--- src/rtl/core/tcc_pkg.sv ---
// Shared types and constants of the text console cursor control block.
package tcc_pkg;

  localparam int unsigned TextCols = 80;
  localparam int unsigned TextRows = 37;
  localparam int unsigned TabStop  = 8;

  localparam int unsigned ColW  = 7;
  localparam int unsigned RowW  = 6;
  localparam int unsigned CharW = 8;

  localparam logic [CharW-1:0] CH_TAB    = 8'h09;
  localparam logic [CharW-1:0] CH_LF     = 8'h0A;
  localparam logic [CharW-1:0] CH_FF     = 8'h0C;
  localparam logic [CharW-1:0] CH_CR     = 8'h0D;
  localparam logic [CharW-1:0] CH_ESC    = 8'h1B;
  localparam logic [CharW-1:0] CH_RUBOUT = 8'h7F;
  localparam logic [CharW-1:0] CH_SPACE  = 8'h20;

  typedef enum logic [1:0] {
    CMD_NONE   = 2'd0,
    CMD_DRAW   = 2'd1,
    CMD_CLEAR  = 2'd2,
    CMD_SCROLL = 2'd3
  } cmd_e;

  typedef struct packed {
    cmd_e             command;
    logic [CharW-1:0] glyph;
    logic [ColW-1:0]  cell_col;
    logic [RowW-1:0]  cell_row;
    logic [CharW-1:0] echo_byte;
    logic             echo_valid;
    logic             last;
  } result_t;

  // Results caused by one input byte: one always, a second on a wrap scroll.
  typedef struct packed {
    result_t first;
    result_t second;
    logic    two;
  } step_t;

endpackage

--- src/rtl/core/tcc_stream_if.sv ---
// Stream interfaces for the character input and the renderer command output.
interface tcc_char_if;
  logic                     valid;
  logic                     ready;
  logic [tcc_pkg::CharW-1:0] char_code;

  modport source (output valid, output char_code, input ready);
  modport sink (input valid, input char_code, output ready);
endinterface

interface tcc_cmd_if;
  logic                      valid;
  logic                      ready;
  tcc_pkg::cmd_e             command;
  logic [tcc_pkg::CharW-1:0] glyph;
  logic [tcc_pkg::ColW-1:0]  cell_col;
  logic [tcc_pkg::RowW-1:0]  cell_row;
  logic [tcc_pkg::CharW-1:0] echo_byte;
  logic                      echo_valid;
  logic                      last;

  modport source (output valid, output command, output glyph, output cell_col,
                  output cell_row, output echo_byte, output echo_valid,
                  output last, input ready);
  modport sink (input valid, input command, input glyph, input cell_col,
                input cell_row, input echo_byte, input echo_valid,
                input last, output ready);
endinterface

--- src/rtl/core/tcc_cursor.sv ---
// Cursor registers and the decode of one byte into renderer results.
module tcc_cursor (
  input  logic                      clk_i,
  input  logic                      rst_ni,
  input  logic                      adv_i,
  input  logic [tcc_pkg::CharW-1:0] char_i,
  output tcc_pkg::step_t            step_o
);
  import tcc_pkg::*;

  localparam int unsigned ColX = ColW + 1;
  localparam int unsigned RowX = RowW + 1;
  localparam logic [ColW-1:0] LastCol = ColW'(TextCols - 1);
  localparam logic [RowW-1:0] LastRow = RowW'(TextRows - 1);

  logic [ColW-1:0] col_q, col_d;
  logic [RowW-1:0] row_q, row_d;
  logic [RowX-1:0] row_inc;
  logic            wrap;
  logic [RowW-1:0] nl_row;
  logic [ColX-1:0] tab_col;

  always_comb begin
    row_inc = {1'b0, row_q} + RowX'(1);
    wrap    = (row_inc >= RowX'(TextRows));
    nl_row  = wrap ? LastRow : row_inc[RowW-1:0];
    tab_col = {1'b0, col_q} + ColX'(TabStop) - ColX'(col_q % TabStop);

    col_d = col_q;
    row_d = row_q;
    step_o.first  = '{command: CMD_NONE, glyph: '0, cell_col: '0, cell_row: '0,
                      echo_byte: char_i, echo_valid: 1'b1, last: 1'b1};
    step_o.second = '{command: CMD_SCROLL, glyph: '0, cell_col: '0, cell_row: '0,
                      echo_byte: '0, echo_valid: 1'b0, last: 1'b1};
    step_o.two    = 1'b0;

    case (char_i)
      CH_RUBOUT: begin
        if (col_q == '0) begin
          if (row_q != '0) begin
            row_d = row_q - RowW'(1);
            col_d = LastCol;
          end
        end else begin
          col_d = col_q - ColW'(1);
        end
        step_o.first.command  = CMD_DRAW;
        step_o.first.glyph    = CH_SPACE;
        step_o.first.cell_col = col_d;
        step_o.first.cell_row = row_d;
      end
      CH_TAB: begin
        if (tab_col > ColX'(TextCols - 1)) begin
          col_d = '0;
          row_d = nl_row;
          step_o.first.command = wrap ? CMD_SCROLL : CMD_NONE;
        end else begin
          col_d = tab_col[ColW-1:0];
        end
      end
      CH_FF: begin
        col_d = '0;
        row_d = '0;
        step_o.first.command = CMD_CLEAR;
      end
      CH_CR: begin
        col_d = '0;
      end
      CH_LF: begin
        col_d = '0;
        row_d = nl_row;
        step_o.first.command = wrap ? CMD_SCROLL : CMD_NONE;
      end
      CH_ESC: begin
        col_d = col_q;
      end
      default: begin
        step_o.first.command  = CMD_DRAW;
        step_o.first.glyph    = char_i;
        step_o.first.cell_col = col_q;
        step_o.first.cell_row = row_q;
        if (col_q == LastCol) begin
          col_d = '0;
          row_d = nl_row;
          if (wrap) begin
            step_o.two        = 1'b1;
            step_o.first.last = 1'b0;
          end
        end else begin
          col_d = col_q + ColW'(1);
        end
      end
    endcase
  end

  always_ff @(posedge clk_i or negedge rst_ni) begin
    if (!rst_ni) begin
      col_q <= '0;
      row_q <= '0;
    end else if (adv_i) begin
      col_q <= col_d;
      row_q <= row_d;
    end
  end

  a_col_range: assert property (@(posedge clk_i) disable iff (!rst_ni)
    col_q <= LastCol) else $error("cursor column off screen");
  a_row_range: assert property (@(posedge clk_i) disable iff (!rst_ni)
    row_q <= LastRow) else $error("cursor row off screen");
  a_two_shape: assert property (@(posedge clk_i) disable iff (!rst_ni)
    step_o.two |-> (step_o.first.command == CMD_DRAW && !step_o.first.last &&
                    row_q == LastRow && col_q == LastCol))
    else $error("second result without a wrap on the last row");

endmodule

--- src/rtl/core/tcc_res_fifo.sv ---
// Four-entry result queue that takes one or two results and gives one a cycle while pop_i is high.
module tcc_res_fifo (
  input  logic             clk_i,
  input  logic             rst_ni,
  input  logic             push_i,
  input  tcc_pkg::step_t   step_i,
  output logic             space2_o,
  output logic             valid_o,
  input  logic             pop_i,
  output tcc_pkg::result_t res_o
);
  import tcc_pkg::*;

  localparam int unsigned Depth = 4;
  localparam int unsigned PtrW  = $clog2(Depth);
  localparam int unsigned CntW  = PtrW + 1;

  result_t         mem_q [Depth];
  logic [PtrW-1:0] wr_ptr_q, wr_ptr_d, rd_ptr_q;
  logic [CntW-1:0] cnt_q, cnt_d;
  logic [CntW-1:0] n_push;
  logic            do_pop;

  always_comb begin
    do_pop   = pop_i && valid_o;
    n_push   = push_i ? (step_i.two ? CntW'(2) : CntW'(1)) : '0;
    wr_ptr_d = wr_ptr_q + n_push[PtrW-1:0];
    cnt_d    = cnt_q + n_push - CntW'(do_pop);
  end

  assign space2_o = (cnt_q <= CntW'(Depth - 2));
  assign valid_o  = (cnt_q != '0);
  assign res_o    = mem_q[rd_ptr_q];

  always_ff @(posedge clk_i) begin
    if (push_i) begin
      mem_q[wr_ptr_q] <= step_i.first;
      if (step_i.two) begin
        mem_q[wr_ptr_q + PtrW'(1)] <= step_i.second;
      end
    end
  end

  always_ff @(posedge clk_i or negedge rst_ni) begin
    if (!rst_ni) begin
      wr_ptr_q <= '0;
      rd_ptr_q <= '0;
      cnt_q    <= '0;
    end else begin
      wr_ptr_q <= wr_ptr_d;
      cnt_q    <= cnt_d;
      if (do_pop) begin
        rd_ptr_q <= rd_ptr_q + PtrW'(1);
      end
    end
  end

  a_no_overflow: assert property (@(posedge clk_i) disable iff (!rst_ni)
    push_i |-> cnt_q <= CntW'(Depth - 2)) else $error("result queue overrun");
  a_count_range: assert property (@(posedge clk_i) disable iff (!rst_ni)
    cnt_q <= CntW'(Depth)) else $error("result queue count out of range");
  a_ptr_gap: assert property (@(posedge clk_i) disable iff (!rst_ni)
    cnt_q[PtrW-1:0] == PtrW'(wr_ptr_q - rd_ptr_q))
    else $error("result queue pointers disagree with count");

endmodule

--- src/rtl/core/text_console_cursor_control.sv ---
// Top level of the text console cursor control: input register, decode, result queue.
//
//   channel   dir   beat payload                                      handshake
//   in_i      in    char_code                                         valid/ready
//   out_o     out   command glyph cell_col cell_row echo_byte         valid/ready
//                   echo_valid last
//
// A byte is registered on its beat and decoded against the cursor from that register,
// when its one or two results are written into a four-entry result queue.
// A new byte is taken every cycle while decode does not wait; the output gives one
// result a cycle while out_o.ready is high; a byte wrapping the last row gives two.
// Decode waits while the queue has fewer than two free entries.
// Reset puts the cursor at column 0, row 0 and empties the queue.
module text_console_cursor_control (
  input  logic clk_i,
  input  logic rst_ni,
  tcc_char_if.sink  in_i,
  tcc_cmd_if.source out_o
);
  import tcc_pkg::*;

  logic             in_vld_q;
  logic [CharW-1:0] in_char_q;
  logic             space2;
  logic             adv;
  step_t            step;
  result_t          res;

  assign adv      = in_vld_q && space2;
  assign in_i.ready = !in_vld_q || adv;

  always_ff @(posedge clk_i or negedge rst_ni) begin
    if (!rst_ni) begin
      in_vld_q <= 1'b0;
    end else if (in_i.ready) begin
      in_vld_q <= in_i.valid;
    end
  end

  always_ff @(posedge clk_i) begin
    if (in_i.ready && in_i.valid) begin
      in_char_q <= in_i.char_code;
    end
  end

  tcc_cursor u_cursor (
    .clk_i  (clk_i),
    .rst_ni (rst_ni),
    .adv_i  (adv),
    .char_i (in_char_q),
    .step_o (step)
  );

  tcc_res_fifo u_fifo (
    .clk_i    (clk_i),
    .rst_ni   (rst_ni),
    .push_i   (adv),
    .step_i   (step),
    .space2_o (space2),
    .valid_o  (out_o.valid),
    .pop_i    (out_o.ready),
    .res_o    (res)
  );

  assign out_o.command    = res.command;
  assign out_o.glyph      = res.glyph;
  assign out_o.cell_col   = res.cell_col;
  assign out_o.cell_row   = res.cell_row;
  assign out_o.echo_byte  = res.echo_byte;
  assign out_o.echo_valid = res.echo_valid;
  assign out_o.last       = res.last;

endmodule

--- src/flat_wrapper.sv ---
// flat-port wrapper written by rule: the top's interface ports become plain ports
module text_console_cursor_control_flat import tcc_pkg::*;
  (clk_i, rst_ni, in_i_valid, in_i_char_code, in_i_ready, out_o_valid, out_o_command, out_o_glyph, out_o_cell_col, out_o_cell_row, out_o_echo_byte, out_o_echo_valid, out_o_last, out_o_ready);
  tcc_char_if in_i_i ();
  tcc_cmd_if out_o_i ();
  input  logic clk_i;
  input  logic rst_ni;
  input wire logic [$bits(in_i_i.valid)-1:0] in_i_valid;
  input wire logic [$bits(in_i_i.char_code)-1:0] in_i_char_code;
  output wire logic [$bits(in_i_i.ready)-1:0] in_i_ready;
  output wire logic [$bits(out_o_i.valid)-1:0] out_o_valid;
  output wire logic [$bits(out_o_i.command)-1:0] out_o_command;
  output wire logic [$bits(out_o_i.glyph)-1:0] out_o_glyph;
  output wire logic [$bits(out_o_i.cell_col)-1:0] out_o_cell_col;
  output wire logic [$bits(out_o_i.cell_row)-1:0] out_o_cell_row;
  output wire logic [$bits(out_o_i.echo_byte)-1:0] out_o_echo_byte;
  output wire logic [$bits(out_o_i.echo_valid)-1:0] out_o_echo_valid;
  output wire logic [$bits(out_o_i.last)-1:0] out_o_last;
  input wire logic [$bits(out_o_i.ready)-1:0] out_o_ready;
  assign in_i_i.valid = in_i_valid;
  assign in_i_i.char_code = in_i_char_code;
  assign in_i_ready = in_i_i.ready;
  assign out_o_valid = out_o_i.valid;
  assign out_o_command = out_o_i.command;
  assign out_o_glyph = out_o_i.glyph;
  assign out_o_cell_col = out_o_i.cell_col;
  assign out_o_cell_row = out_o_i.cell_row;
  assign out_o_echo_byte = out_o_i.echo_byte;
  assign out_o_echo_valid = out_o_i.echo_valid;
  assign out_o_last = out_o_i.last;
  assign out_o_i.ready = out_o_ready;
  text_console_cursor_control u_core (.clk_i(clk_i), .rst_ni(rst_ni), .in_i(in_i_i), .out_o(out_o_i));
endmodule
--- config.mk ---
export PLATFORM = sky130hd
export DESIGN_NAME = text_console_cursor_control_flat
export DESIGN_NICKNAME = d
export VERILOG_FILES = /design/src/rtl/core/tcc_pkg.sv /design/src/rtl/core/tcc_stream_if.sv /design/src/rtl/core/tcc_cursor.sv /design/src/rtl/core/tcc_res_fifo.sv /design/src/rtl/core/text_console_cursor_control.sv /design/src/flat_wrapper.sv
export SDC_FILE = /design/constraint.sdc
export NUM_CORES = 1
export LEC_CHECK = 0
export BUFFER_PORTS_ARGS = -buffer_cell sky130_fd_sc_hd__buf_2
export CAP_MARGIN = 20
export CORE_ASPECT_RATIO = 0.9
export CORE_MARGIN = 2
export CORE_UTILIZATION = 30
export CTS_BUF_LIST = sky130_fd_sc_hd__clkbuf_8
export CTS_CLUSTER_SIZE = 30
export DETAILED_ROUTE_END_ITERATION = 16
export PLACE_DENSITY_LB_ADDON = 0.25
export SYNTH_ARGS = -nofsm -noshare
export SYNTH_HDL_FRONTEND = slang
export SYNTH_SLANG_ARGS = --single-unit
--- constraint.sdc ---
create_clock -name clk_i -period 4.05 [get_ports clk_i]
set_clock_uncertainty 0.2 [all_clocks]
set_input_delay 0.81 -clock clk_i [delete_from_list [all_inputs] [get_ports clk_i]]
set_output_delay 0.81 -clock clk_i [all_outputs]
set_load 0.02 [all_outputs]
== Word level (Yosys, flattened, before mapping) ==
Memories as Yosys holds them, arrays and structs flattened.
Cells that the tools add are included.
Storage, ports and cells
  bits in registers: 29
  bits in latches: 0
  memory bits (writable): 132
  memory bits (read-only): 0
  input bits: 12
  output and inout bits: 35
  word-level logic and storage cells: 75
  memories: 1
Cells by class
  $add $sub $neg: 11
  multipliers: 0
  div/mod/pow operators: 0
  $lt $le $gt $ge: 3
  equal/unequal tests: 8
  shifts and indexed selects: 0
  muxes and demuxes: 28
  bitwise gates (word level): 2
  reduce and logical (&&, ||, !) cells: 15
Memory list
  u_core.u_fifo.mem_q: depth 4, width 33, read ports 1, clocked after Yosys merged registers in 0, write ports 2, RTL line tcc_res_fifo.sv:18  | result_t mem_q [Depth];
Operators with widths (count)
  21-bit case mux with 2 select lines: 1
  8-bit by 4-bit == test with 1-bit output, second input constant: 4
  6-bit two-way mux: 5
  6-bit case mux with 5 select lines: 1
  7-bit two-way mux: 4
  7-bit case mux with 4 select lines: 1
  1-bit two-way mux: 11
  7-bit by 4-bit adder with 8-bit output, second input constant: 1
  8-bit by 5-bit == test with 1-bit output, second input constant: 1
  8-bit by 7-bit == test with 1-bit output, second input constant: 1
  8-bit by 7-bit greater-than comparator with 1-bit output, second input constant: 1
  2-bit two-way mux: 4
  2-bit case mux with 4 select lines: 1
  8-bit by 3-bit subtractor with 8-bit output: 1
  6-bit by 1-bit adder with 7-bit output, second input constant: 1
  7-bit by 1-bit adder with 7-bit output, second input constant: 1
  7-bit == test, second input constant: 1
  7-bit by 6-bit >= comparator with 1-bit output, second input constant: 1
  7-bit zero test: 1
  7-bit by 1-bit subtractor with 7-bit output, second input constant: 1
  6-bit nonzero test: 1
  6-bit OR reduction: 1
  6-bit by 1-bit subtractor with 6-bit output, second input constant: 1
  5-bit nonzero test: 1
  16 further kinds: 20

== Longest topological paths before layout ==
Gate-level depths: netlist of run 1.
  depth after elaboration: 9
  gate-level depth with buffers: 13
  mapped depth without buffers: 13

== Cells and area by module ==
Synthesis of run 1 repeated with hierarchy kept, for this count alone.
Second synthesis, totals
  cells, all modules: 701
  area total of the unflattened synthesis: 9681.8 µm²
By module, submodules not included
  tcc_res_fifo: times used 1, cells an instance 365, area an instance 6984.2 µm², seq. area each 4139.0 µm²
  tcc_cursor: times used 1, cells an instance 323, area an instance 2397.3 µm², seq. area each 325.3 µm²
  text_console_cursor_control: times used 1, cells an instance 13, area an instance 300.3 µm², seq. area each 265.3 µm²

== Worst setup path before layout of run 1 ==
Ideal clock, no wire load.
  path kind: flip-flop to flip-flop
  from: reg u_core.u_cursor.row_q[0]
  to: reg u_core.u_fifo.cnt_q[2]
  library setup time: 0.123 ns
  data arrival time: 3.056 ns
  required time: 3.727 ns
  path slack: 0.672 ns
  stages on the path, launching flop included: 14
  path buffers: 0
  clock period less this slack: 3.378 ns
  cell sequence: dfrtp_1 -> inv_1 -> ha_1 -> nor3b_1 -> o311ai_2 -> o2111ai_2 -> nor4_2 -> nor2_1 -> xnor2_1 -> ha_1 -> inv_1 -> fa_1 -> xor2_1 -> xnor2_1
Between the ends
  cells in the longest elaborated chain, start to end: 9
RTL lines
  start, declared: RTL line tcc_cursor.sv:17  | logic [RowW-1:0] row_q, row_d;
  start signal, assigned: RTL line tcc_cursor.sv:102  | row_q <= row_d;
  6-bit by 1-bit adder with 7-bit output: RTL line tcc_cursor.sv:24  | row_inc = {1'b0, row_q} + RowX'(1);
  7-bit by 6-bit >= comparator with 1-bit output: RTL line tcc_cursor.sv:25  | wrap = (row_inc >= RowX'(TextRows));
  1-bit two-way mux: RTL line tcc_cursor.sv:85  | if (wrap) begin
  1-bit two-way mux: RTL line tcc_cursor.sv:82  | if (col_q == LastCol) begin
  1-bit two-way mux: RTL line tcc_cursor.sv:37  | case (char_i)
  2-bit two-way mux (2 in a row): RTL line tcc_res_fifo.sv:26  | n_push = push_i ? (step_i.two ? CntW'(2) : CntW'(1)) : '0;
  3-bit by 2-bit adder with 3-bit output: RTL line tcc_res_fifo.sv:28  | cnt_d = cnt_q + n_push - CntW'(do_pop);
  3-bit by 1-bit subtractor with 3-bit output: RTL line tcc_res_fifo.sv:28
  named net u_core.u_fifo.cnt_d[2]: RTL line tcc_res_fifo.sv:20  | logic [CntW-1:0] cnt_q, cnt_d;
  end signal, assigned: RTL line tcc_res_fifo.sv:51  | cnt_q <= cnt_d;
  end, declared: RTL line tcc_res_fifo.sv:20
The timed path passes the listed nets, and every way through them passes these cells.
A chain may end at the register's enable or synchronous reset.

== Worst setup path after layout of run 1 ==
  from: reg u_core.in_char_q[1]
  to: reg u_core.u_fifo.cnt_q[2]
Between the ends
  cells in the longest elaborated chain, start to end: 7
  elaborated cells on any way between the ends: 12
  classes of those cells: 2 x add/sub; 6 x eq/ne; 3 x mux; 1 x reduce/logical
RTL lines
  start, declared: RTL line text_console_cursor_control.sv:23  | logic [CharW-1:0] in_char_q;
  start signal, assigned: RTL line text_console_cursor_control.sv:42  | in_char_q <= in_i.char_code;
  8-bit by 5-bit == test with 1-bit output, or another cell as far along: RTL line tcc_cursor.sv:37
  6-bit OR reduction (no source line) (*)
  1-bit two-way mux (*): RTL line tcc_cursor.sv:37
  2-bit two-way mux (*) (2 in a row): RTL line tcc_res_fifo.sv:26
  3-bit by 2-bit adder with 3-bit output (*): RTL line tcc_res_fifo.sv:28
  3-bit by 1-bit subtractor with 3-bit output (*): RTL line tcc_res_fifo.sv:28
  named net u_core.u_fifo.cnt_d[2]: RTL line tcc_res_fifo.sv:20
The timed path passes the listed nets; every way through them passes the cells marked *.

==> results of run 1 <==
## cells in the final DEF (no fill, tap or decap), drive strengths merged, types with 6 or more instances in the layout
master | netlist | routed
xnor2 | 7 | 7
ha | 14 | 14
a31oi | 19 | 19
buf | 18 | 77
dfxtp | 132 | 132
nand2 | 111 | 111
nor2 | 116 | 116
a22oi | 10 | 10
dfrtp | 21 | 21
nor2b | 7 | 7
clkbuf | 51 | 18
nand2b | 10 | 10
a211oi | 47 | 47
and2 | 28 | 28
o211ai | 7 | 7
o21ai | 23 | 23
a21oi | 74 | 74
o22ai | 10 | 10
inv | 15 | 20
nor3 | 13 | 13
nand3 | 26 | 26
edfxtp | 8 | 8
mux4 | 33 | 33
a31o | 6 | 6
## cell families (layout without fill, tap and decap cells)
logic type,count (synthesis),in the layout,synth area share (%)
and+or+nand+nor,348,348,20.4
AOI/OAI and AO/OA,225,225,18.4
DFF,161,161,43.1
buffers and inverters,84,123,4.22
muxes,39,39,10.2
adders and majority gates,15,15,2.47
xor gates and xnor gates,11,11,1.22
## worst register-to-register path, delay by kind of cell, from the launching register on
family	cells	cell delay (ns)
simple gates	4	1.06
flops	1	0.66
fa+ha+maj	2	0.52
compound gates	1	0.51
xor+xnor	3	0.44
buf+inv	1	0.05
## cell type report
cell class / instances / share of cell area, %
clock buffer: 18 / 2.77
clock inverter: 13 / 1.52
inverter: 15 / 0.629
multi-input combinational: 638 / 46.8
sequential: 161 / 38.1
tap: 348 / 4.86
timing repair buffer: 77 / 5.31
## routing by layer
layer | vias up | wire (µm) | global-route usage [%]
met2 | 151 | 10500 | 26.0
li1 | 3222 | - | -
met5 | - | 0 | 0
met1 | 3235 | 11600 | 25.0
met4 | 0 | 308 | 4.96
met3 | 21 | 996 | 3.29
## state kept, by name, summed over array words and instances (netlist names)
| register | flops |
|---|---|
| u_core.u_fifo.cnt_q | 3 |
| u_core.u_fifo.mem_q | 132 |
| u_core.in_vld_q | 1 |
| u_core.u_cursor.row_q | 6 |
| u_core.u_cursor.col_q | 7 |
| u_core.u_fifo.rd_ptr_q | 2 |
| u_core.in_char_q | 8 |
| u_core.u_fifo.wr_ptr_q | 2 |
## worst min path at each step
stage / start / endpoint / depth (start not counted)
final: rst_ni / u_core.u_cursor.col_q[4] / 1
after global routing: rst_ni / u_core.u_cursor.col_q[4] / 1
after CTS: rst_ni / u_core.u_cursor.col_q[4] / 1
after detailed placement: u_core.u_fifo.mem_q[2][6] / u_core.u_fifo.mem_q[2][6] / 2
after global placement: u_core.u_fifo.mem_q[0][27] / u_core.u_fifo.mem_q[0][27] / 2
after floorplan: u_core.u_fifo.mem_q[1][2] / u_core.u_fifo.mem_q[1][2] / 2
## through the flow
step / cells / setup WS, ns / power [mW] / utilization [%] / cell area (µm²)
after global routing: 1270 / 0.271 / 8.08 / 34.4 / 8950
after detailed placement: 1239 / 0.577 / 6.38 / 33.0 / 8570
final: 1270 / 0.514 / 7.52 / 34.4 / 8950
after CTS: 1270 / 0.556 / 7.58 / 34.4 / 8950
after floorplan: 883 / 0.672 / 5.33 / - / 7910
after global placement: 1238 / 0.579 / 6.33 / 32.9 / 8560
## power groups by stage
stage / registers [mW] / logic, mW / clock network (mW)
after global routing: 3.01 / 3.78 / 1.29
after floorplan: 2.63 / 2.71 / 0
after CTS: 2.91 / 3.45 / 1.22
after global placement: 2.93 / 3.40 / 0
final: 2.91 / 3.43 / 1.18
after detailed placement: 2.94 / 3.44 / 0
==> out/metrics.cfg, run 1 <==
[clock_tree]
clk_path_buf_depth = 2
postCtsSetupBuffers = 0
cts_buffers = 17
root_buffer = clkbuf_8
clkTransAtPathRegs_ns = 0.09
cts_tree = done
post_cts_resized = 0
htree_levels = 4
hold_buffers = 0
clock-sinks = 161
clk_latency_ns = 0.46

[run_status]
status = complete, no violations

[die]
num_rows = 56
start_util_pct = 30.4
core-area_mm2 = 0.0260
die_y_um = 158
die_area_mm2 = 0.0277
io_pins = 47
die_w_um = 175

[timing]
period_share_pct = 87.3
hold_ws_ns = 0.109
hold_viol = 0
rsz0062_at_grt = false
finalSetupViolCount = 0
slew_viol_final = 0
tns_ns = 0
max_freq_mhz = 283
worst_pin_slew_ns = 0.933
max_slew_margin_pct = 37.8
fin_crit_ns = 3.54

[power_and_ir_drop]
leakage_nw = 3.41
power.share.clock_pct = 15.7
irDropWorstVdd_mv = 0.221
p_comb_share_pct = 45.6
p_sw_share_pct = 41.4
power.switching_mw = 3.11
internal_power_mw = 4.41
seqPwrFrac_pct = 38.7
power.density_mw_per_mm2 = 840

[critical_path]
endpoint = u_core.u_fifo.cnt_q[2]
worst-path-stages = 11
path_delay_family = simple AND/OR/NAND/NOR gates
critPathSlowestCell = edfxtp_1
critPathArrivalTime_ns = 3.69
r2r-start = u_core.in_char_q[1]
timing.rr.end = u_core.u_fifo.cnt_q[2]
critPathLaunch = u_core.in_char_q[1]
path_buf_inv = 1
slowest_delay_ns = 0.66
regToRegSetupSlack_ns = 0.51
worstRegToRegCells = 11
start_kind = flop
required_ns = 4.20
critPathCaptureType = flop
crit_chain = or3b_2 > nor2_1 > o21a_1 > nor4_2 > nor2_1 > xnor2_1 > ha_1 > inv_1 > fa_1 > xor2_1 > xnor2_1
worstSetupPathType = reg -> reg
cp_max_fo = 16

[layout]
drive_gt1_share_pct = 18.1
nets = 937
diodes = 0
area_growth_pct = 13.2
nFillCells = 2716
multi_input_area_mm2 = 0.00419
regArea_mm2 = 0.00341

[synthesis]
ys_top_cells_by_area = dfxtp_1, mux4_2, dfrtp_1, nor2_1, nand2_1
synthArstFlopShare_pct = 13.0
synth_ff_type = dfxtp_1
synth_most_common_cell = dfxtp_1
synth-seq-cells = 161
yosysSeqAreaShare_pct = 43.1
synthCells = 883
synth_top_area_share_pct = 33.4
synth_cell_type_count = 64
ys_warn_count = 0
avgSynthCellArea_um2 = 8.96
synth_common_cells = dfxtp_1, nor2_1, nand2_1, a21oi_1, clkbuf_1
synth_edf_count = 8
netlist_area_mm2 = 0.00791
syn-num-nets = 910
synth_top_area_cell = dfxtp_1

[worst_hold_path]
hold_path.class = in -> async

[routing]
drtPass1Iterations = 5
vias = 6629
drt-initial-drc-count = 605
via_per_inst = 5.22
wl_per_cell_um = 18.4
finalWirelength_um = 23400
ant_nets = 0
drc = 0

[grt]
grt_pass1_vias = 6281
grt_usage_pct = 17.3
antenna_found_initial = 0
grt_max_degree = 42
grt_overflow = 0
grt_pass1_wl_um = 36700

[job]
max_cap_viol_count = 0

[place]
dp_hpwl_um = 15700
gp_congestion = 0.874
numPortBuffers = 46

Note: power is estimated with default switching activity, not from simulation.
==> run 2: changes to the inputs <==
--- a/config.mk
+++ b/config.mk
@@ -14,6 +14,7 @@
 export CTS_CLUSTER_SIZE = 30
 export DETAILED_ROUTE_END_ITERATION = 16
 export PLACE_DENSITY_LB_ADDON = 0.25
+export SETUP_SLACK_MARGIN = 0.3
 export SYNTH_ARGS = -nofsm -noshare
 export SYNTH_HDL_FRONTEND = slang
 export SYNTH_SLANG_ARGS = --single-unit
==> constraint.sdc (replaced) <==
create_clock -name clk_i -period 4.05 [get_ports clk_i]
set_clock_uncertainty 0.2 [all_clocks]
set_input_delay 0 -clock clk_i [delete_from_list [all_inputs] [get_ports clk_i]]
set_output_delay 0 -clock clk_i [all_outputs]
set_load 0.02 [all_outputs]
==> out/metrics.cfg, run 2 (same netlist as run 1, synthesis figures left out) <==
[clock_tree]
clock-sinks = 161  ; unchanged
clk_path_buf_depth = 2  ; unchanged
htree_levels = 4  ; unchanged
clk_latency_ns = 0.45  ; about the same
cts_buffers = 17  ; unchanged
cts_tree = done
root_buffer = clkbuf_8
clkTransAtPathRegs_ns = 0.09  ; about the same

[critical_path]
critPathArrivalTime_ns = 3.65  ; -0.04 ns
start_kind = flop
crit_chain = ha_1 > inv_1 > nor3_2 > nand3_1 > nor4_2 > buf_4 > nor2_1 > xnor2_1 > ha_1 > inv_1 > fa_1 > xor2_1 > xnor2_1
r2r-start = u_core.u_cursor.col_q[0]
worstRegToRegCells = 13  ; +2
critPathCaptureType = flop
cp_max_fo = 9  ; -7
worstSetupPathType = reg -> reg
critPathLaunch = u_core.u_cursor.col_q[0]
required_ns = 4.20  ; about the same
critPathSlowestCell = dfrtp_1
slowest_delay_ns = 0.51  ; -0.15 ns

[place]
gp_congestion = 0.862  ; -1.4%
place_ws_ns = 0.587  ; +0.0102 ns
dp_hpwl_um = 15700  ; -0.26%
numPortBuffers = 46  ; unchanged
dpl_cell_area_mm2 = 0.00858  ; about the same

[timing]
tns_ns = 0  ; unchanged
finalSetupViolCount = 0  ; unchanged
max_slew_margin_pct = 28.8  ; -9.0 points
worst_pin_slew_ns = 1.07  ; +0.135 ns
slew_viol_final = 0  ; unchanged
max_freq_mhz = 285  ; +0.94%
hold_viol = 0  ; unchanged
period_share_pct = 86.5  ; -0.81 points
fin_ws_ns = 0.547  ; +0.0328 ns
fin_crit_ns = 3.50  ; -0.0328 ns
rsz0062_at_grt = false

[power_and_ir_drop]
leakage_nw = 3.47  ; +1.7%
power.density_mw_per_mm2 = 830  ; -1.2%
irDropWorstVdd_mv = 0.242  ; +9.5%
p_total_mw = 7.57  ; +0.65%

[layout]
reg_top3 = u_core.u_fifo.mem_q x132, u_core.in_char_q x8, u_core.u_cursor.col_q x7
drive_gt1_share_pct = 18.2  ; +0.14 points
final_cell_mix = dfxtp_1, nor2_1, nand2_1
nets = 951  ; +1.5%
stdcell_area_mm2 = 0.00912  ; +1.9%
area_growth_pct = 15.3
top_register = u_core.u_fifo.mem_q
nFillCells = 2709  ; -0.26%
diodes = 0  ; unchanged
final_common_cell = dfxtp_1
largest_register_ffs = 132  ; unchanged

[routing]
drc = 0  ; unchanged
wl_per_cell_um = 18.3  ; -0.90%
via_per_inst = 5.24  ; +0.31%
ant_nets = 0  ; unchanged
drt-initial-drc-count = 644  ; +6.4%
vias = 6728  ; +1.5%
finalWirelength_um = 23500  ; +0.27%
drtPass1Iterations = 5  ; unchanged

[die]
die_w_um = 175  ; unchanged
die_y_um = 158  ; unchanged
start_util_pct = 30.4  ; unchanged
core-area_mm2 = 0.0260  ; unchanged
num_rows = 56  ; unchanged
die_area_mm2 = 0.0277  ; unchanged
io_pins = 47  ; unchanged

[worst_hold_path]
holdPathStages = 2
hold_start = in_i_char_code[7]
hold_path.class = in -> reg

[grt]
grt_pass1_wl_um = 37700  ; +2.8%
grt_pass1_vias = 6587  ; +4.9%
antenna_found_initial = 0  ; unchanged
grt_max_degree = 42  ; unchanged
grt_overflow = 0  ; unchanged
grt_usage_pct = 17.5  ; +0.27 points

[run_status]
status = complete, no violations

[job]
max_cap_viol_count = 0  ; unchanged

==> run 2: cell types whose count changed in the layout (fill, tap and decap cells not counted), sizes merged <==
| cell | change |
|---|---|
| dlygate4sd3 | +12 |
| clkinvlp | +3 |
| buf | +2 |
| bufinv | +1 |
| clkbuf | -1 |
| clkinv | -1 |
| inv | -1 |
==> run 2: metrics by stage <==
stage | hold slack [ns] | std cells | util, %
after floorplan | -0.496 | 883 | -
after global placement | -0.178 | 1239 | 33.0
after detailed placement | -0.178 | 1240 | 33.0
after CTS | 0.0146 | 1285 | 35.1
after global routing | 0.0458 | 1285 | 35.1
final | 0.0579 | 1285 | 35.1
==> run 2: per-layer routing <==
| layer | GRT usage, % | part of all wire [%] |
|---|---|---|
| met2 | 26.9 | 45 |
| met3 | 3.36 | 5.0 |
| met1 | 25.2 | 49 |
| met4 | 4.60 | 1.7 |
| met5 | 0 | 0 |
==> run 2: final timing paths <==
check | end | slack (ns)
min in group asynchronous | u_core.u_fifo.cnt_q[0] | 0.35
worst max register to register | u_core.u_fifo.cnt_q[2] | 0.55
worst min register to register | u_core.u_fifo.mem_q[1][2] | 0.26
max in group asynchronous | u_core.u_cursor.row_q[0] | 3.13
worst min-delay path | u_core.in_char_q[7] | 0.06
worst max-delay path | u_core.u_fifo.cnt_q[2] | 0.55
==> run 2: where the power goes <==
part / switching (mW) / internal (mW)
sequential: 0.522 / 2.33
combinational: 1.96 / 1.54
clock: 0.619 / 0.606
total: 3.10 / 4.47
==> run 2: layout make-up <==
type	instances	area, µm²	share of cell area [%]
timing repair buffer	91	623	6.83
multi-input combinational	638	4190	46.0
tap	348	435	4.77
clock inverter	15	169	1.85
sequential	161	3410	37.4
clock buffer	17	234	2.57
inverter	15	56.3	0.617
==> run 2: what timing repair did <==
| item | 4_1_cts | 5_1_grt |
|---|---|---|
| gates resized for setup | 0 | 1 |
| hold buffers | 13 | 0 |
| setup buffers | 0 | 0 |
| endpoints found under the hold margin | 42 | 0 |
| setup endpoints to repair | 0 | 1 |
==> run 2: critical path, delay by kind of cell, from the launching register on <==
kind	cells	cell delay, ns
xor+xnor	3	0.46
fa+ha+maj	3	0.75
buf+inv	3	0.32
flops	1	0.51
simple gates	4	1.15
==> run 3: changes to the inputs <==
--- a/config.mk
+++ b/config.mk
@@ -17,4 +17,5 @@
 export SETUP_SLACK_MARGIN = 0.3
 export SYNTH_ARGS = -nofsm -noshare
 export SYNTH_HDL_FRONTEND = slang
+export SYNTH_HIERARCHICAL = 1
 export SYNTH_SLANG_ARGS = --single-unit
==> out/metrics.cfg, run 3 <==
[timing]
slew_viol_final = 0  ; unchanged
max_slew_margin_pct = 27.4  ; -1.3 points
max_freq_mhz = 289  ; +1.1%
tns_ns = 0  ; unchanged
hold_ws_ns = 0.0468  ; -0.0112 ns
finalSetupViolCount = 0  ; unchanged
worst_pin_slew_ns = 1.09  ; +0.0201 ns
hold_viol = 0  ; unchanged
fin_crit_ns = 3.46  ; -0.0398 ns
fin_ws_ns = 0.586  ; +0.0398 ns
rsz0062_at_grt = false
period_share_pct = 85.5  ; -0.98 points

[worst_hold_path]
min_to = u_core/in_char_q[2]
hold_start = in_i_char_code[2]
holdPathStages = 2  ; unchanged
hold_path.class = in -> reg

[die]
start_util_pct = 30.4  ; -0.068 points
die_y_um = 174  ; +10%
die_area_mm2 = 0.0337  ; +22%
num_rows = 62  ; +11%
die_w_um = 193  ; +10%
core-area_mm2 = 0.0319  ; +23%
io_pins = 47  ; unchanged

[synthesis]
synth-seq-cells = 161  ; unchanged
synth_ff_type = edfxtp_1
synth_top_area_share_pct = 43.4  ; +10 points
ys_warn_count = 6  ; +6
synth_edf_count = 140  ; +132
avgSynthCellArea_um2 = 13.8  ; +54%
yosysSeqAreaShare_pct = 48.8  ; +5.8 points
netlist_area_mm2 = 0.00968  ; +22%
synth_cell_type_count = 86  ; +34%
synth_top_area_cell = edfxtp_1
synthCells = 701  ; -21%
synth_common_cells = edfxtp_1, mux2_2, buf_4, mux4_2, mux2_4
synthArstFlopShare_pct = 13.0  ; unchanged
ys_top_cells_by_area = edfxtp_1, mux2_2, mux4_2, dfrtp_1, mux2_4
synth_most_common_cell = edfxtp_1

[layout]
stdcell_area_mm2 = 0.0108  ; +18%
postLayoutCoreUtil_pct = 33.9  ; -1.2 points
multi_input_area_mm2 = 0.00443  ; +5.6%
nets = 787  ; -17%
drive_gt1_share_pct = 38.8  ; +21 points
regArea_mm2 = 0.00473  ; +39%
largest_register_ffs = 132  ; unchanged
finalNonFillerCells = 1184  ; -7.9%
diodes = 0  ; unchanged
top_register = u_core/u_fifo/mem_q
final_common_cell = edfxtp_1
final_cell_mix = edfxtp_1, mux2_2, buf_2
nFillCells = 3118  ; +15%
reg_top3 = u_core/u_fifo/mem_q x132, u_core/in_char_q x8, u_core/u_cursor/col_q x7
area_growth_pct = 11.6

[clock_tree]
htree_levels = 4  ; unchanged
clk_latency_ns = 0.46  ; about the same
clkTransAtPathRegs_ns = 0.08  ; about the same
root_buffer = clkbuf_8
clk_path_buf_depth = 2  ; unchanged
clock-sinks = 161  ; unchanged
cts_tree = done
cts_buffers = 17  ; unchanged

[grt]
grt_pass1_vias = 5796  ; -12%
grt_pass1_wl_um = 35800  ; -5.2%
grt_usage_pct = 14.1  ; -3.5 points
grt_max_degree = 35  ; -17%
grt_overflow = 0  ; unchanged
antenna_found_initial = 0  ; unchanged

[power_and_ir_drop]
power.switching_mw = 2.31  ; -25%
leakage_nw = 3.99  ; +15%
seqPwrFrac_pct = 42.0  ; +4.3 points
internal_power_mw = 3.94  ; -12%
power.density_mw_per_mm2 = 579  ; -30%
power.share.clock_pct = 18.1  ; +1.9 points
p_sw_share_pct = 37.0  ; -3.9 points
p_total_mw = 6.25  ; -17%
irDropWorstVdd_mv = 0.268  ; +10%
p_comb_share_pct = 39.9  ; -6.2 points

[critical_path]
worstRegToRegCells = 15  ; +2
critPathCaptureType = flop
cp_max_fo = 6  ; -3
regToRegSetupSlack_ns = 0.59  ; +0.04 ns
path_delay_family = adder cells
timing.rr.end = u_core/u_fifo/cnt_q[2]
worstSetupPathType = reg -> reg
crit_chain = inv_1 > ha_1 > nor4b_4 > a22oi_1 > o211ai_2 > nand2_1 > and3_1 > nand2b_1 > ha_1 > inv_1 > ha_1 > inv_1 > fa_1 > xor2_1 > xnor2_1
critPathSlowestCell = dfrtp_2
slowest_delay_ns = 0.42  ; -0.09 ns
required_ns = 4.19  ; about the same
critPathArrivalTime_ns = 3.60  ; -0.05 ns
r2r-start = u_core/u_cursor/row_q[0]
path_buf_inv = 3  ; unchanged
start_kind = flop

[routing]
finalWirelength_um = 23200  ; -1.1%
wl_per_cell_um = 19.6  ; +7.3%
drt-initial-drc-count = 481  ; -25%
drtPass1Iterations = 5  ; unchanged
via_per_inst = 4.92  ; -6.0%
ant_nets = 0  ; unchanged
vias = 5825  ; -13%
drc = 0  ; unchanged

[place]
numPortBuffers = 46  ; unchanged
dp.cells = 1138  ; -8.2%
place_ws_ns = 0.376  ; -0.211 ns
dpl_cell_area_mm2 = 0.0103  ; +20%
dp_hpwl_um = 15000  ; -4.1%
gp_congestion = 0.806  ; -6.5%

[job]
max_cap_viol_count = 0  ; unchanged

[run_status]
status = complete, no violations

run 3: cell count changes in the layout (fill, tap and decap cells not counted), moves of 8 or more:
cell,previous run,this run
dfxtp_1,132,0
mux2_4,0,30
edfxtp_1,8,140
a21oi_1,74,17
a22oi_1,10,2
nand2_1,111,26
conb_1,0,34
nand3_1,26,12
and2_1,27,8
nor2_1,112,24
mux2_2,3,96
a211oi_1,47,5
a31oi_1,19,4
o22ai_1,10,1
run 3: timing repair:
action                                 in CTS  in global routing
hold buffers                               13                  0
setup endpoints to repair                   0                 39
setup buffers                               0                  3
gates resized for setup                     0                  3
endpoints found under the hold margin      40                  0
run 3: per-layer routing:
layer	share of wire, %	track usage (%)
met1	50	20.2
met2	46	21.8
met3	4.0	2.87
met4	0.87	3.05
met5	0	0
run 3: kinds of logic (layout without fill, tap and decap cells):
logic type | after synthesis | in the layout | synth area share [%]
AOI/OAI and AO/OA | 101 | 101 | 7.50
muxes | 168 | 168 | 24.5
and+or+nand+nor | 135 | 135 | 8.74
buffers and inverters | 106 | 141 | 7.03
adders and majority gates | 18 | 18 | 2.40
xor gates and xnor gates | 10 | 10 | 0.905
other | 2 | 34 | 0.0776
DFF | 161 | 161 | 48.8
run 3: worst max-delay path by stage:
stage / startpoint / end / cells after the start
3_3_place_gp: u_core/u_cursor/row_q[0] / u_core/u_fifo/cnt_q[2] / 15
2_1_floorplan: u_core/u_cursor/row_q[0] / u_core/u_fifo/mem_q[1][0] / 10
6_report: u_core/u_cursor/row_q[0] / u_core/u_fifo/cnt_q[2] / 15
4_1_cts: u_core/u_cursor/row_q[0] / u_core/u_fifo/cnt_q[2] / 15
3_5_place_dp: u_core/u_cursor/row_q[0] / u_core/u_fifo/cnt_q[2] / 15
5_1_grt: u_core/u_cursor/row_q[0] / u_core/u_fifo/cnt_q[2] / 15
run 3: power by group through the flow:
stage	logic (mW)	clock network, mW	registers (mW)
2_1_floorplan	2.01	0	2.41
3_3_place_gp	2.49	0	2.67
3_5_place_dp	2.50	0	2.67
4_1_cts	2.53	1.17	2.64
5_1_grt	2.74	1.24	2.68
6_report	2.50	1.13	2.62
run 3: final cells by class:
class	count	area share (%)
flip-flops and latches	161	43.8
inverters	20	0.695
repair buffers	91	6.35
clock buffers	17	2.17
multi-input cells	466	41.0
well taps	416	4.82
clock inverters	13	1.14
run 3: worst reg2reg max path: cells and delay by family (launching register included):
kind | cells | cell delay, ns
adder cells (fa/ha/maj) | 4 | 1.15
buffers and inverters | 3 | 0.19
XOR/XNOR | 2 | 0.28
AND/OR/NAND/NOR | 4 | 0.75
flip-flops | 1 | 0.42
AO/OA/AOI/OAI | 2 | 0.35
